[src/hdl/sfq7_pkg.sv]
// ----------------------------------------------------------------------------
// sfq7_pkg
// Shared types and constants for the sparse Q7 FIR filter.
// ----------------------------------------------------------------------------
package sfq7_pkg;

    localparam int SampleW   = 8;
    localparam int HistDepth = 256;
    localparam int AddrW     = $clog2(HistDepth);
    localparam int NumTaps   = 8;
    localparam int TapW      = $clog2(NumTaps);
    localparam int ProdW     = 2 * SampleW;
    localparam int AccW      = ProdW + TapW;
    localparam int Frac      = 7;
    localparam int PackW     = NumTaps * SampleW;
    localparam int CfgIdxW   = 2;
    localparam int TapsRegW  = 4;

    localparam logic [CfgIdxW-1:0] CFG_NUM_TAPS   = 2'd0;
    localparam logic [CfgIdxW-1:0] CFG_COEFF_PACK = 2'd1;
    localparam logic [CfgIdxW-1:0] CFG_DELAY_PACK = 2'd2;

    localparam logic signed [SampleW-1:0] SAT_MAX = 8'sd127;
    localparam logic signed [SampleW-1:0] SAT_MIN = -8'sd128;

    typedef enum logic [4:0] {
        ST_CLEAR = 5'b00001,
        ST_IDLE  = 5'b00010,
        ST_READ  = 5'b00100,
        ST_WAIT  = 5'b01000,
        ST_DONE  = 5'b10000
    } state_t;

    typedef struct packed {
        logic clear;
        logic en;
    } mac_ctl_t;

endpackage

[src/hdl/sfq7_hist_mem.sv]
// ----------------------------------------------------------------------------
// sfq7_hist_mem
// Sample history: single write port, single read port, registered read data.
// ----------------------------------------------------------------------------
module sfq7_hist_mem (
    input  logic                             clk,
    input  logic                             we,
    input  logic [sfq7_pkg::AddrW-1:0]       waddr,
    input  logic signed [sfq7_pkg::SampleW-1:0] wdata,
    input  logic [sfq7_pkg::AddrW-1:0]       raddr,
    output logic signed [sfq7_pkg::SampleW-1:0] rdata
);

    logic signed [sfq7_pkg::SampleW-1:0] mem [sfq7_pkg::HistDepth];

    always_ff @(posedge clk)
    begin
        if (we)
        begin
            mem[waddr] <= wdata;
        end
    end

    always_ff @(posedge clk)
    begin
        rdata <= mem[raddr];
    end

endmodule

[src/hdl/sfq7_mac.sv]
// ----------------------------------------------------------------------------
// sfq7_mac
// Multiply-accumulate over the taps, then arithmetic shift and saturation.
// ----------------------------------------------------------------------------
module sfq7_mac (
    input  logic                                clk,
    input  sfq7_pkg::mac_ctl_t                  ctl,
    input  logic signed [sfq7_pkg::SampleW-1:0] coef,
    input  logic signed [sfq7_pkg::SampleW-1:0] sample,
    output logic signed [sfq7_pkg::SampleW-1:0] result
);

    localparam int ShW = sfq7_pkg::AccW - sfq7_pkg::Frac;

    logic signed [sfq7_pkg::AccW-1:0]  acc_reg;
    logic signed [sfq7_pkg::ProdW-1:0] prod;
    logic signed [ShW-1:0]             shifted;

    assign prod    = coef * sample;
    assign shifted = ShW'(acc_reg >>> sfq7_pkg::Frac);

    always_ff @(posedge clk)
    begin
        if (ctl.clear)
        begin
            acc_reg <= '0;
        end
        else if (ctl.en)
        begin
            acc_reg <= acc_reg + sfq7_pkg::AccW'(prod);
        end
    end

    // saturate to the Q7 range
    always_comb
    begin
        if (shifted > ShW'(sfq7_pkg::SAT_MAX))
        begin
            result = sfq7_pkg::SAT_MAX;
        end
        else if (shifted < ShW'(sfq7_pkg::SAT_MIN))
        begin
            result = sfq7_pkg::SAT_MIN;
        end
        else
        begin
            result = sfq7_pkg::SampleW'(shifted);
        end
    end

endmodule

[src/hdl/sparse_fir_q7.sv]
// The next sample is taken only once the previous one is through; each active
// tap needs one history read on the single read port of the history memory.
// A finished result waits in the output register while the next sample runs.
// Reset: asynchronous, active low; a clearing pass then zeroes all 256 history
// entries with s_tready low (configuration writes are still taken).
// ----------------------------------------------------------------------------
// sparse_fir_q7
// Sparse FIR filter on signed Q7 samples over a 256-entry circular history.
// ----------------------------------------------------------------------------
module sparse_fir_q7 (
    input  logic                                clk,
    input  logic                                rst_n,
    input  logic                                s_tvalid,
    output logic                                s_tready,
    input  logic [7:0]                          s_tdata,   // [7:0] sample_in
    output logic                                m_tvalid,
    input  logic                                m_tready,
    output logic [7:0]                          m_tdata,   // [7:0] sample_out
    input  logic                                cfg_we,
    input  logic [sfq7_pkg::CfgIdxW-1:0]        cfg_index,
    input  logic [sfq7_pkg::PackW-1:0]          cfg_data
);

    sfq7_pkg::state_t                    state_reg;
    logic [sfq7_pkg::AddrW-1:0]          clr_cnt_reg;
    logic [sfq7_pkg::AddrW-1:0]          wp_reg;
    logic [sfq7_pkg::AddrW-1:0]          base_reg;
    logic [sfq7_pkg::TapW-1:0]           k_reg;
    logic [sfq7_pkg::TapW-1:0]           last_reg;
    logic [sfq7_pkg::TapW-1:0]           last_next;
    logic signed [sfq7_pkg::SampleW-1:0] coef_reg;
    logic                                mac_en_reg;
    logic                                m_tvalid_reg;
    logic [sfq7_pkg::SampleW-1:0]        m_tdata_reg;
    logic [sfq7_pkg::TapsRegW-1:0]       num_taps_reg;
    logic [sfq7_pkg::PackW-1:0]          coeff_reg;
    logic [sfq7_pkg::PackW-1:0]          delay_reg;

    logic                                accept;
    logic                                mem_we;
    logic [sfq7_pkg::AddrW-1:0]          mem_waddr;
    logic signed [sfq7_pkg::SampleW-1:0] mem_wdata;
    logic [sfq7_pkg::AddrW-1:0]          mem_raddr;
    logic signed [sfq7_pkg::SampleW-1:0] mem_rdata;
    logic [sfq7_pkg::TapW+2:0]           tap_lsb;
    sfq7_pkg::mac_ctl_t                  mac_ctl;
    logic signed [sfq7_pkg::SampleW-1:0] mac_result;

    assign s_tready = (state_reg == sfq7_pkg::ST_IDLE);
    assign accept   = s_tvalid && s_tready;
    assign m_tvalid = m_tvalid_reg;
    assign m_tdata  = m_tdata_reg;

    assign tap_lsb   = {k_reg, 3'b000};
    assign mem_we    = (state_reg == sfq7_pkg::ST_CLEAR) || accept;
    assign mem_waddr = (state_reg == sfq7_pkg::ST_CLEAR) ? clr_cnt_reg : wp_reg;
    assign mem_wdata = (state_reg == sfq7_pkg::ST_CLEAR) ? '0 : signed'(s_tdata);
    assign mem_raddr = base_reg - delay_reg[tap_lsb +: sfq7_pkg::SampleW];

    assign mac_ctl.clear = accept;
    assign mac_ctl.en    = mac_en_reg;

    // clamp the tap count to 1..8
    always_comb
    begin
        if (num_taps_reg == '0)
        begin
            last_next = '0;
        end
        else if (num_taps_reg > sfq7_pkg::TapsRegW'(sfq7_pkg::NumTaps))
        begin
            last_next = sfq7_pkg::TapW'(sfq7_pkg::NumTaps - 1);
        end
        else
        begin
            last_next = sfq7_pkg::TapW'(num_taps_reg - 1'b1);
        end
    end

    always_ff @(posedge clk or negedge rst_n)
    begin
        if (!rst_n)
        begin
            num_taps_reg <= sfq7_pkg::TapsRegW'(1);
            coeff_reg    <= '0;
            delay_reg    <= '0;
        end
        else if (cfg_we)
        begin
            case (cfg_index)
                sfq7_pkg::CFG_NUM_TAPS:   num_taps_reg <= cfg_data[sfq7_pkg::TapsRegW-1:0];
                sfq7_pkg::CFG_COEFF_PACK: coeff_reg    <= cfg_data;
                sfq7_pkg::CFG_DELAY_PACK: delay_reg    <= cfg_data;
                default:                  ;
            endcase
        end
    end

    always_ff @(posedge clk or negedge rst_n)
    begin
        if (!rst_n)
        begin
            state_reg    <= sfq7_pkg::ST_CLEAR;
            clr_cnt_reg  <= '0;
            wp_reg       <= '0;
            base_reg     <= '0;
            k_reg        <= '0;
            last_reg     <= '0;
            mac_en_reg   <= 1'b0;
            m_tvalid_reg <= 1'b0;
        end
        else
        begin
            mac_en_reg <= (state_reg == sfq7_pkg::ST_READ);
            if ((state_reg == sfq7_pkg::ST_DONE) && (!m_tvalid_reg || m_tready))
            begin
                m_tvalid_reg <= 1'b1;
            end
            else if (m_tvalid_reg && m_tready)
            begin
                m_tvalid_reg <= 1'b0;
            end
            case (state_reg)
                sfq7_pkg::ST_CLEAR:
                begin
                    clr_cnt_reg <= clr_cnt_reg + 1'b1;
                    if (clr_cnt_reg == '1)
                    begin
                        state_reg <= sfq7_pkg::ST_IDLE;
                    end
                end
                sfq7_pkg::ST_IDLE:
                begin
                    if (accept)
                    begin
                        base_reg  <= wp_reg;
                        wp_reg    <= wp_reg + 1'b1;
                        k_reg     <= '0;
                        last_reg  <= last_next;
                        state_reg <= sfq7_pkg::ST_READ;
                    end
                end
                sfq7_pkg::ST_READ:
                begin
                    k_reg <= k_reg + 1'b1;
                    if (k_reg == last_reg)
                    begin
                        state_reg <= sfq7_pkg::ST_WAIT;
                    end
                end
                sfq7_pkg::ST_WAIT:
                begin
                    state_reg <= sfq7_pkg::ST_DONE;
                end
                sfq7_pkg::ST_DONE:
                begin
                    if (!m_tvalid_reg || m_tready)
                    begin
                        state_reg <= sfq7_pkg::ST_IDLE;
                    end
                end
                default:
                begin
                    state_reg <= sfq7_pkg::ST_IDLE;
                end
            endcase
        end
    end

    always_ff @(posedge clk)
    begin
        if (state_reg == sfq7_pkg::ST_READ)
        begin
            coef_reg <= signed'(coeff_reg[tap_lsb +: sfq7_pkg::SampleW]);
        end
        if ((state_reg == sfq7_pkg::ST_DONE) && (!m_tvalid_reg || m_tready))
        begin
            m_tdata_reg <= mac_result;
        end
    end

    sfq7_hist_mem u_hist_mem (
        .clk   (clk),
        .we    (mem_we),
        .waddr (mem_waddr),
        .wdata (mem_wdata),
        .raddr (mem_raddr),
        .rdata (mem_rdata)
    );

    sfq7_mac u_mac (
        .clk    (clk),
        .ctl    (mac_ctl),
        .coef   (coef_reg),
        .sample (mem_rdata),
        .result (mac_result)
    );

endmodule

[config.mk]
export PLATFORM = sky130hd
export DESIGN_NAME = sparse_fir_q7
export DESIGN_NICKNAME = d
export VERILOG_FILES = /design/src/hdl/sfq7_pkg.sv /design/src/hdl/sfq7_hist_mem.sv /design/src/hdl/sfq7_mac.sv /design/src/hdl/sparse_fir_q7.sv
export SDC_FILE = /design/constraint.sdc
export NUM_CORES = 2
export LEC_CHECK = 0
export BUFFER_PORTS_ARGS = -buffer_cell sky130_fd_sc_hd__buf_4
export CAP_MARGIN = 5
export CORE_MARGIN = 2
export CORE_UTILIZATION = 55
export CTS_CLUSTER_DIAMETER = 100
export CTS_CLUSTER_SIZE = 28
export DETAILED_ROUTE_END_ITERATION = 12
export PLACE_DENSITY = 0.71
export SETUP_SLACK_MARGIN = 0.15
export SLEW_MARGIN = 5
export SYNTH_ARGS = -nofsm -noshare
export SYNTH_HDL_FRONTEND = slang
export SYNTH_SLANG_ARGS = --single-unit
[constraint.sdc]
create_clock -name clk -period 10.7 [get_ports clk]
set_input_delay 3.21 -clock clk [delete_from_list [all_inputs] [get_ports clk]]
set_output_delay 3.21 -clock clk [all_outputs]
set_load 0.02 [all_outputs]
==> impl_metrics.ini <==
[outcome]
outcome = complete, no violations

[sta]
hold_viol = 0
drv_slew = 0
finalCritPeriodShare_pct = 58.8
grt_setup_unrepaired = false
tns_ns = 0
tightest_slew_ns = 1.25
clock_skew_ns = 0.0281
maxSlewHeadroom_pct = 16.2
period_needed_ns = 6.30
setup_ws_ns = 4.40
fmax_mhz = 159
setup_viol = 0

[place]
port_buffers = 88
pre_cts_slack_ns = 4.03
routabilityCongestion = 0.817
dp_cells = 6509
hpwlAfterDp_um = 126000

[synth]
yosysTopAreaCellShare_pct = 67.6
synth_most_common_cell = edfxtp_1
synthTopCellsByArea = edfxtp_1, mux4_2, dfrtp_1, fa_1, mux2_2
ys_warn_count = 0
yosysTopAreaCell = edfxtp_1
syn-cell-area_um2 = 91700
ys_async_sr_fraction_pct = 7.48
synth-seq-area-share_pct = 72.8
synthDistinctLibCells = 55
postSynthAreaPerCell_um2 = 20.8
synth_edf_count = 2064
yosys_register_bits = 2260
netlist_instances = 4399
ys.flop_type = edfxtp_1
syn_nets = 4618
ys_top_cells_by_count = edfxtp_1, mux4_2, nor2_1

[critical_path]
worstRegToRegCells = 12
crit_arrival_ns = 6.91
worstPathMaxFanout = 89
endpoint_kind = register
critPathKind = register to register
crit_required_ns = 11.31
cp-start-kind = register

[floorplan]
coreArea_um2 = 165000
die_height_um = 412
start_util_pct = 55.5
die_x_um = 412
die-area_um2 = 170000
ios = 89
placementRows = 149

[drt]
vias = 43000
first_pass_iters = 5
drt_iter0_markers = 5596
routedWlPerCell_um = 31.0
routed_wl_um = 207000
ant_nets = 0
viasPerCell = 6.46
drc = 0

[final_layout]
nets = 4631
drive_gt1_share_pct = 24.8
largest_reg_flops = 2048
syn_to_final_growth_pct = 6.27
instances_no_fill = 6658

[cts]
insertion_delay_ns = 0.75
numCtsBuffers = 90
postCtsSetupBuffers = 0
cts_tree = built
cts_buffer_depth = 3
cts_max_level = 3
cts_hold_buf = 0
ctsResizeCount = 0
cts.clk_slew.worst_paths_ns = 0.12
cts-root-buf = clkbuf_16
clock-sinks = 2260

[worst_hold_path]
min_path_cells = 2
min_path_type = register to register

[grt]
antenna_found_initial = 3
grt_overflow = 0
track_usage_pct = 24.7
grt_start_max_net_pins = 137
grt_pass1_vias = 43100
grt_pass1_wl_um = 304000

[run]
cap_violations = 0
## kinds of logic (layout without fill, tap and decap cells)
logic type      after synthesis  in the layout  share of synthesized area, %
flops                      2260           2260                          72.8
fa+ha+maj                   140            140                          2.61
buf+inv                     334            403                          1.53
mux                         870            870                          18.8
xor+xnor                     48             48                         0.483
other cells                   0              1                             0
simple gates                641            641                          3.02
compound gates              106            106                         0.737
## layer usage
| metal | GRT usage [%] | vias to the layer above | part of all wire [%] |
|---|---|---|---|
| met4 | 5.31 | 2 | 2.4 |
| li1 | - | 17700 | - |
| met2 | 38.1 | 2159 | 47 |
| met1 | 37.2 | 22900 | 41 |
| met3 | 4.95 | 237 | 9.6 |
| met5 | 0 | - | 0.0077 |
## worst max-delay path, stage by stage, from the launching register on
cell and delay, ns:
dfrtp_2 0.56, buf_4 0.52, mux4_2 0.56, mux2_2 0.30
ha_4 0.83, buf_12 0.55, buf_12 0.50, mux4_2 0.64
mux4_2 0.50, nand2_1 0.10, nand3_1 0.13, a21oi_1 0.54
nor3_1 0.15
## stage by stage
stage / hold WS, ns / util, % / cell area [um^2]
after floorplan: 0.453 / - / 91700
after global placement: 0.470 / 57.4 / 94900
after detailed placement: 0.475 / 57.4 / 94900
after CTS: 0.491 / 58.9 / 97500
after global routing: 0.529 / 58.9 / 97500
final: 0.488 / 58.9 / 97500
## layout make-up
cell class	count	area, um^2
well taps	2189	2740
diodes	1	2.50
clock inverters	3	33.8
inverters	102	383
clock buffers	145	2510
flip-flops and latches	2260	66800
fillers	11700	67900
repair buffers	153	1340
multi-input cells	1805	23700
## cell usage in the layout (no fill, tap or decap), types with 23 or more instances in the layout
cell type     n
nand3_1      28
fa_1         84
dfrtp_1     166
o21ai_0      23
mux2i_1      59
nor2_1      335
inv_1       101
clkbuf_16    92
xnor2_1      28
dfxtp_1      27
nand2_1     147
edfxtp_1   2064
mux4_2      671
buf_4       137
and2_1       35
mux2_2      140
clkbuf_1     52
ha_1         54
## worst paths after layout
kind / startpoint / end / slack [ns]
hold / removal: u_mac.acc_reg[5]$_SDFFE_PP0P_ / u_mac.acc_reg[5]$_SDFFE_PP0P_ / 0.49
max in group asynchronous: rst_n / k_reg[0]$_DFFE_PN0P_ / 6.63
hold reg to reg: u_mac.acc_reg[5]$_SDFFE_PP0P_ / u_mac.acc_reg[5]$_SDFFE_PP0P_ / 0.49
min in group asynchronous: rst_n / delay_reg[23]$_DFFE_PN0P_ / 2.55
setup reg to reg: k_reg[0]$_DFFE_PN0P_ / u_hist_mem.rdata[6]$_DFF_P_ / 4.40
setup / recovery: k_reg[0]$_DFFE_PN0P_ / u_hist_mem.rdata[6]$_DFF_P_ / 4.40
Power is not shown: default switching activity piles up to over one toggle a cycle in this logic, so the estimate is an artifact.
